**config.mk**
```make
export PLATFORM = sky130hd
export DESIGN_NAME = kmer_dedup_delta_encoder
export DESIGN_NICKNAME = d
export VERILOG_FILES = /design/src/design/kdde_pkg.sv /design/src/design/kdde_ctrl.sv /design/src/design/kdde_datapath.sv /design/src/design/kmer_dedup_delta_encoder.sv
export SDC_FILE = /design/constraint.sdc
export NUM_CORES = 1
export LEC_CHECK = 0
export BUFFER_PORTS_ARGS = -buffer_cell sky130_fd_sc_hd__clkbuf_2
export CORE_MARGIN = 1.5
export CORE_UTILIZATION = 35
export CTS_BUF_LIST = sky130_fd_sc_hd__clkbuf_4
export DETAILED_ROUTE_END_ITERATION = 16
export GPL_ROUTABILITY_DRIVEN = 0
export GPL_TIMING_DRIVEN = 0
export HOLD_SLACK_MARGIN = 0.12
export REMOVE_ABC_BUFFERS = 1
export SLEW_MARGIN = 40
export SYNTH_ARGS = -nofsm -noshare
export SYNTH_HDL_FRONTEND = slang
export SYNTH_SLANG_ARGS = --single-unit
```
**constraint.sdc**
```tcl
create_clock -name clk -period 25.4 [get_ports clk]
set_input_delay 0 -clock clk [delete_from_list [all_inputs] [get_ports clk]]
set_output_delay 0 -clock clk [all_outputs]
set_load 0.005 [all_outputs]
```
**src/design/kdde_pkg.sv**
```systemverilog
// kdde_pkg: shared widths, state encoding and the controller/datapath command
// and status bundles of the k-mer dedup delta encoder.
// No dependencies.
`default_nettype none
package kdde_pkg;

  localparam int unsigned KMER_W      = 64;
  localparam int unsigned TAXON_W     = 32;
  localparam int unsigned SEQ_W       = 32;
  localparam int unsigned CHUNK_BITS  = 15;
  localparam int unsigned WORD_W      = CHUNK_BITS + 1;
  localparam int unsigned NUM_CHUNKS  = (KMER_W + CHUNK_BITS - 1) / CHUNK_BITS;
  localparam int unsigned CHUNK_IDX_W = $clog2(NUM_CHUNKS);
  localparam int unsigned IN_DATA_W   = KMER_W + 2 * TAXON_W + SEQ_W;
  localparam int unsigned OUT_DATA_W  = SEQ_W + WORD_W;
  localparam int unsigned OUT_USER_W  = 2;

  typedef enum logic [3:0] {
    ST_IDLE  = 4'b0001,
    ST_FLUSH = 4'b0010,
    ST_COUNT = 4'b0100,
    ST_EMIT  = 4'b1000
  } state_t;

  typedef struct packed {
    logic accept;      // request taken this cycle
    logic snap_close;  // capture the group being closed for emission
    logic flush;       // end of stream: capture open group, clear stream state
    logic count;       // find the top non-zero chunk of the captured delta
    logic emit;        // load one delta word into the output register
  } cmd_t;

  typedef struct packed {
    logic close_need;  // incoming request closes the open group
    logic group_open;
    logic out_free;    // output register can take a word this cycle
    logic last_chunk;  // word being emitted is the least significant one
  } status_t;

endpackage
`default_nettype wire

```
**src/design/kdde_ctrl.sv**
```systemverilog
// kdde_ctrl: sequencer for the k-mer dedup delta encoder.
// Depends on kdde_pkg for the state encoding and command/status bundles.
`default_nettype none
module kdde_ctrl (
  input  wire               clk,
  input  wire               rst_n,
  input  wire               in_tvalid,
  input  wire               in_tlast,
  output logic              in_tready,
  input  kdde_pkg::status_t sts,
  output kdde_pkg::cmd_t    cmd
);

  kdde_pkg::state_t state_r, state_nxt;
  logic             flush_pend_r, flush_pend_nxt;
  logic             acc;

  assign in_tready = (state_r == kdde_pkg::ST_IDLE);
  assign acc       = in_tvalid && in_tready;

  always_comb begin
    state_nxt      = state_r;
    flush_pend_nxt = flush_pend_r;
    cmd            = '0;
    case (state_r)
      kdde_pkg::ST_IDLE: begin
        if (acc) begin
          cmd.accept = 1'b1;
          if (sts.close_need) begin
            cmd.snap_close = 1'b1;
            flush_pend_nxt = in_tlast;
            state_nxt      = kdde_pkg::ST_COUNT;
          end else if (in_tlast) begin
            state_nxt = kdde_pkg::ST_FLUSH;
          end
        end
      end
      kdde_pkg::ST_FLUSH: begin
        cmd.flush      = 1'b1;
        flush_pend_nxt = 1'b0;
        state_nxt      = sts.group_open ? kdde_pkg::ST_COUNT : kdde_pkg::ST_IDLE;
      end
      kdde_pkg::ST_COUNT: begin
        cmd.count = 1'b1;
        state_nxt = kdde_pkg::ST_EMIT;
      end
      kdde_pkg::ST_EMIT: begin
        if (sts.out_free) begin
          cmd.emit = 1'b1;
          if (sts.last_chunk) begin
            state_nxt = flush_pend_r ? kdde_pkg::ST_FLUSH : kdde_pkg::ST_IDLE;
          end
        end
      end
      default: begin
        state_nxt = kdde_pkg::ST_IDLE;
      end
    endcase
  end

  always_ff @(posedge clk) begin
    if (!rst_n) begin
      state_r      <= kdde_pkg::ST_IDLE;
      flush_pend_r <= 1'b0;
    end else begin
      state_r      <= state_nxt;
      flush_pend_r <= flush_pend_nxt;
    end
  end

endmodule
`default_nettype wire

```
**src/design/kdde_datapath.sv**
```systemverilog
// kdde_datapath: group tracking, delta capture, chunk selection and the
// output register of the k-mer dedup delta encoder. Depends on kdde_pkg.
`default_nettype none
module kdde_datapath (
  input  wire                                     clk,
  input  wire                                     rst_n,
  input  wire  [kdde_pkg::IN_DATA_W-1:0]          in_tdata,
  input  kdde_pkg::cmd_t                          cmd,
  output kdde_pkg::status_t                       sts,
  output logic                                    out_tvalid,
  input  wire                                     out_tready,
  output logic [kdde_pkg::OUT_DATA_W-1:0]         out_tdata,
  output logic [kdde_pkg::OUT_USER_W-1:0]         out_tuser,
  output logic                                    out_tlast
);

  localparam int unsigned KW   = kdde_pkg::KMER_W;
  localparam int unsigned TW   = kdde_pkg::TAXON_W;
  localparam int unsigned SW   = kdde_pkg::SEQ_W;
  localparam int unsigned CB   = kdde_pkg::CHUNK_BITS;
  localparam int unsigned NC   = kdde_pkg::NUM_CHUNKS;
  localparam int unsigned IW   = kdde_pkg::CHUNK_IDX_W;
  localparam int unsigned PADW = NC * CB;

  logic [KW-1:0] in_kmer;
  logic [TW-1:0] in_rank, in_strain;
  logic [SW-1:0] in_seq;

  assign in_kmer   = in_tdata[KW-1:0];
  assign in_rank   = in_tdata[KW+TW-1:KW];
  assign in_strain = in_tdata[KW+2*TW-1:KW+TW];
  assign in_seq    = in_tdata[KW+2*TW+SW-1:KW+2*TW];

  // open group
  logic          group_open_r;
  logic [KW-1:0] group_kmer_r;
  logic [TW-1:0] group_rank_r, group_strain_r;
  logic [SW-1:0] group_seq_r;
  logic          group_mixed_r;
  logic [KW-1:0] prev_kmer_r;

  // group captured for emission
  logic [KW-1:0] delta_r;
  logic [SW-1:0] emit_seq_r;
  logic          emit_mixed_r;
  logic          emit_end_r;
  logic [IW-1:0] chunk_idx_r;

  // output register
  logic          out_valid_r;
  logic [SW-1:0] out_seq_r;
  logic          out_red_r;
  logic [kdde_pkg::WORD_W-1:0] out_word_r;
  logic          out_elast_r;
  logic          out_slast_r;

  logic          is_pad, in_match;
  logic [KW-1:0] group_delta;
  logic [PADW-1:0] delta_pad;
  logic [CB-1:0] chunk_sel;
  logic [IW-1:0] top_idx;
  logic          last_chunk;

  assign is_pad      = &in_kmer;
  assign in_match    = group_open_r && (in_kmer == group_kmer_r) && (in_rank == group_rank_r);
  assign group_delta = group_kmer_r - prev_kmer_r;
  assign delta_pad   = {{(PADW-KW){1'b0}}, delta_r};
  assign chunk_sel   = delta_pad[chunk_idx_r*CB +: CB];
  assign last_chunk  = (chunk_idx_r == '0);

  // highest chunk with any bit set; zero delta still sends one word
  always_comb begin
    top_idx = '0;
    for (int i = 1; i < NC; i++) begin
      if (|delta_pad[i*CB +: CB]) begin
        top_idx = IW'(i);
      end
    end
  end

  assign sts.close_need = !is_pad && group_open_r && !in_match;
  assign sts.group_open = group_open_r;
  assign sts.out_free   = !out_valid_r || out_tready;
  assign sts.last_chunk = last_chunk;

  always_ff @(posedge clk) begin
    if (!rst_n) begin
      group_open_r <= 1'b0;
      prev_kmer_r  <= '0;
    end else begin
      if (cmd.accept && !is_pad && !in_match) begin
        group_open_r <= 1'b1;
      end
      if (cmd.snap_close) begin
        prev_kmer_r <= group_kmer_r;
      end
      if (cmd.flush) begin
        group_open_r <= 1'b0;
        prev_kmer_r  <= '0;
      end
    end
  end

  always_ff @(posedge clk) begin
    if (cmd.accept && !is_pad) begin
      if (in_match) begin
        if (in_strain != group_strain_r) begin
          group_mixed_r <= 1'b1;
        end
      end else begin
        group_kmer_r   <= in_kmer;
        group_rank_r   <= in_rank;
        group_strain_r <= in_strain;
        group_seq_r    <= in_seq;
        group_mixed_r  <= 1'b0;
      end
    end
    if (cmd.snap_close || (cmd.flush && group_open_r)) begin
      delta_r      <= group_delta;
      emit_seq_r   <= group_seq_r;
      emit_mixed_r <= group_mixed_r;
      emit_end_r   <= cmd.flush;
    end
    if (cmd.count) begin
      chunk_idx_r <= top_idx;
    end else if (cmd.emit) begin
      chunk_idx_r <= chunk_idx_r - 1'b1;
    end
  end

  always_ff @(posedge clk) begin
    if (!rst_n) begin
      out_valid_r <= 1'b0;
    end else if (cmd.emit) begin
      out_valid_r <= 1'b1;
    end else if (out_tready) begin
      out_valid_r <= 1'b0;
    end
  end

  always_ff @(posedge clk) begin
    if (cmd.emit) begin
      out_seq_r   <= emit_seq_r;
      out_red_r   <= emit_mixed_r;
      out_word_r  <= {last_chunk, chunk_sel};
      out_elast_r <= last_chunk;
      out_slast_r <= last_chunk && emit_end_r;
    end
  end

  assign out_tvalid = out_valid_r;
  assign out_tdata  = {out_word_r, out_seq_r};
  assign out_tuser  = {out_slast_r, out_red_r};
  assign out_tlast  = out_elast_r;

endmodule
`default_nettype wire

```
**src/design/kmer_dedup_delta_encoder.sv**
```systemverilog
// kmer_dedup_delta_encoder: top level, joins the sequencer and the datapath.
// Depends on kdde_pkg, kdde_ctrl and kdde_datapath.
//
//   channel | dir | handshake              | payload
//   in_     | in  | in_tvalid / in_tready  | tdata: kmer, rank, strain, seq; tlast: eos
//   out_    | out | out_tvalid / out_tready| tdata: seq, delta word; tlast, tuser
//
// A request that neither closes a group nor ends the stream leaves the sequencer
// idle. Closing a group goes through count and then emit, which sends W delta words
// (1..5); end of stream adds a flush step, then count and emit if a group is flushed.
// The output register stalls the emit sequencer only; one word leaves per cycle
// when not stalled. Reset clears the open-group flag, previous k-mer and output valid.
`default_nettype none
module kmer_dedup_delta_encoder (
  input  wire                                  clk,
  input  wire                                  rst_n,
  input  wire                                  in_tvalid,
  output logic                                 in_tready,
  // kmer[63:0], rank_taxon[95:64], strain_taxon[127:96], seq_id[159:128]
  input  wire  [kdde_pkg::IN_DATA_W-1:0]       in_tdata,
  input  wire                                  in_tlast,   // end_of_stream
  output logic                                 out_tvalid,
  input  wire                                  out_tready,
  // out_seq_id[31:0], delta_word[47:32]
  output logic [kdde_pkg::OUT_DATA_W-1:0]      out_tdata,
  // redundant[0], stream_last[1]
  output logic [kdde_pkg::OUT_USER_W-1:0]      out_tuser,
  output logic                                 out_tlast   // entry_last
);

  kdde_pkg::cmd_t    cmd;
  kdde_pkg::status_t sts;

  kdde_ctrl u_ctrl (
    .clk       (clk),
    .rst_n     (rst_n),
    .in_tvalid (in_tvalid),
    .in_tlast  (in_tlast),
    .in_tready (in_tready),
    .sts       (sts),
    .cmd       (cmd)
  );

  kdde_datapath u_dp (
    .clk        (clk),
    .rst_n      (rst_n),
    .in_tdata   (in_tdata),
    .cmd        (cmd),
    .sts        (sts),
    .out_tvalid (out_tvalid),
    .out_tready (out_tready),
    .out_tdata  (out_tdata),
    .out_tuser  (out_tuser),
    .out_tlast  (out_tlast)
  );

endmodule
`default_nettype wire
```
==> out/qor.csv <==
metric,value,unit
Avg Inst Size Synth,12.1,um^2
Clock Path Buffers,3,
first-pass GRT wire length,83800,um
final period utilization,0.180,
number of synthesized flops with an enable pin,312,
"commonest non-fill, non-tap cell in the layout",dlygate4sd3_1,
Final HPWL DP,37800,um
DRT iter0 DRCs,884,
dpl cells,2412,
fraction of layout cells with a size suffix above 1,0.196,
ys flop type,edfxtp_1,
status,finished clean,
post-synthesis register bit count,383,
data required time of the worst path,26.10,ns
number of fill cells,4633,
H-Tree Level Count,3,
register clock-pin slew on the reported worst setup and hold paths,0.06,ns
gr usage total,0.203,
CTS buffer count,105,
total wire length,54700,um
CORE AREA,52400,um^2
via count,14600,
CP arrival,5.28,ns
worst setup path class,reg2reg,
final setup fails,0,
synthesis-to-layout area growth,36.2,%
number of synthesis warnings,0,
area of the die,54300,um^2
initial antenna violation count,4,
GRT overflow,0,
Achievable Freq,219,MHz
RSZ-0062 raised after global routing,false,
# IOs,218,
Syn Std Cell Area,18500,um^2
Setup TNS,0,ns
Fin. Hold Viols,0,
Pwr Density,92.7,nW/um^2
# nets final,2393,
DRT Pass-1 Iters,6,
post-DR wirelength/cell,18.6,um
Synth async-reset ratio,0,
port buffer count,217,
TritonCTS sink count,383,
CP endpoint kind,flop,
vias in the first global route,15000,
CTS tree,done,
Tmin final,4.57,ns
Via density,4.97,
largest net degree at the start of global routing,39,
Rows,84,
Lkg Pwr,9.92,nW
max_slew headroom,0.418,
VDD IR-drop max,0.0442,mV
Min-Delay Path Class,in2reg,
max-cap viol count,0,
Die Width,233,um
"commonest non-fill, non-tap cells in the layout","331 x dlygate4sd3_1, 312 x edfxtp_1, 217 x clkbuf_2",
CP startpoint kind,flop,
final clock skew,0.0819,ns
post-route ant nets,0,
post-CTS setup buffer count,0,
worst skew pair latency,0.85,ns
cells after synthesis,1531,
Chip Height,233,um
Starting Density,0.353,
Slew @ Worst Pin,0.852,ns
drc violations,0,
"Distinct cells, synth",62,
register area share after synthesis,0.583,
CP Max Fanout,21,
final cell count without fillers,2946,
"Slew Viols, Final",0,
CTS root buffer,clkbuf_4,
## cell usage after synthesis, types with 35 or more instances
library cell | n | area [um^2]
a21oi_1 | 97 | 485
clkbuf_1 | 37 | 139
dfxtp_1 | 71 | 1420
edfxtp_1 | 312 | 9370
ha_1 | 65 | 813
inv_1 | 112 | 420
mux2i_1 | 65 | 651
nand2_1 | 56 | 210
nand4_1 | 51 | 319
nor2_1 | 118 | 443
nor2b_1 | 56 | 350
nor4_1 | 35 | 219
o21ai_0 | 43 | 215
xnor2_1 | 53 | 464
xor2_1 | 94 | 823
## stage by stage
step	setup WS [ns]	instance area, um^2	hold WS, ns	power [mW]	util
after floorplan	11.91	18200	0.0989	1.49	-
after global placement	5.85	20100	0.178	1.75	0.384
after detailed placement	21.02	20500	0.179	1.72	0.390
after CTS	20.88	25200	0.216	2.34	0.480
after global routing	20.70	25200	0.267	2.48	0.481
final	20.83	25200	0.284	2.34	0.481
## routing by layer
metal  global-route usage  part of all wire  vias up
met3               0.0484             0.057      154
met1                0.246              0.42     6984
met5                    0                 0        -
met2                0.335              0.48      521
li1                     -                 -     6981
met4                0.105             0.043        0
## cells by family after synthesis
kind of cell,after synthesis,share of synthesized area
and+or+nand+nor,405,0.114
xor gates and xnor gates,147,0.0696
adders and majority gates,66,0.0450
AOI/OAI and AO/OA,285,0.0996
muxes,76,0.0485
buffers and inverters,169,0.0404
DFF,383,0.583
## worst paths after layout
kind	endpoint	from	slack (ns)	depth (start not counted)
min reg2reg	u_dp.out_seq_r[27]	u_dp.emit_seq_r[27]	0.39	0
max reg2reg	u_ctrl.flush_pend_r	u_dp.group_kmer_r[31]	20.83	12
max	u_ctrl.flush_pend_r	u_dp.group_kmer_r[31]	20.83	12
min	u_dp.group_open_r	rst_n	0.28	4
## cell type report
type                       count  area, um^2  area share
antenna                        6        15.0    0.000596
clock buffer                 150        1130      0.0447
clock inverter                47         278      0.0110
inverter                     112         420      0.0167
multi-input combinational    979        7010       0.278
sequential                   383       10800       0.428
tap                          688         861      0.0342
timing repair buffer         581        4710       0.187
## sequential cells by signal, indices dropped and copies added, names as in the netlist, 15 cells and up
name	flops
u_dp.group_seq_r	32
u_dp.emit_seq_r	32
u_dp.delta_r	64
u_dp.group_kmer_r	64
u_dp.out_word_r	15
u_dp.group_strain_r	32
u_dp.prev_kmer_r	64
u_dp.group_rank_r	32
u_dp.out_seq_r	32
## critical path: stages, from the launching register on
cell and delay [ns]:
edfxtp_1 0.47, nor2b_1 0.17, a2111oi_0 0.71, nand4_1 0.24, nor4_1 0.32, and4_1 0.50, nand3b_2 0.24, or2_4 0.43
nor2_1 0.09, dlygate4sd3_1 0.57, a21oi_1 0.11, dlygate4sd3_1 0.56, nor2_1 0.04
## power breakdown
| part | switching (mW) | total [mW] | internal (mW) | leakage [nW] |
|---|---|---|---|---|
| Clock | 0.269 | 0.574 | 0.305 | 0.825 |
| Sequential | 0.0934 | 0.970 | 0.877 | 3.48 |
| Combinational | 0.471 | 0.792 | 0.321 | 5.61 |
## timing repair
item	in CTS	in global routing
hold buffers	331	0
setup endpoints to repair	0	0
endpoints found under the hold margin	333	0
gates resized for setup	0	0
(Power assumes the default switching activity.)
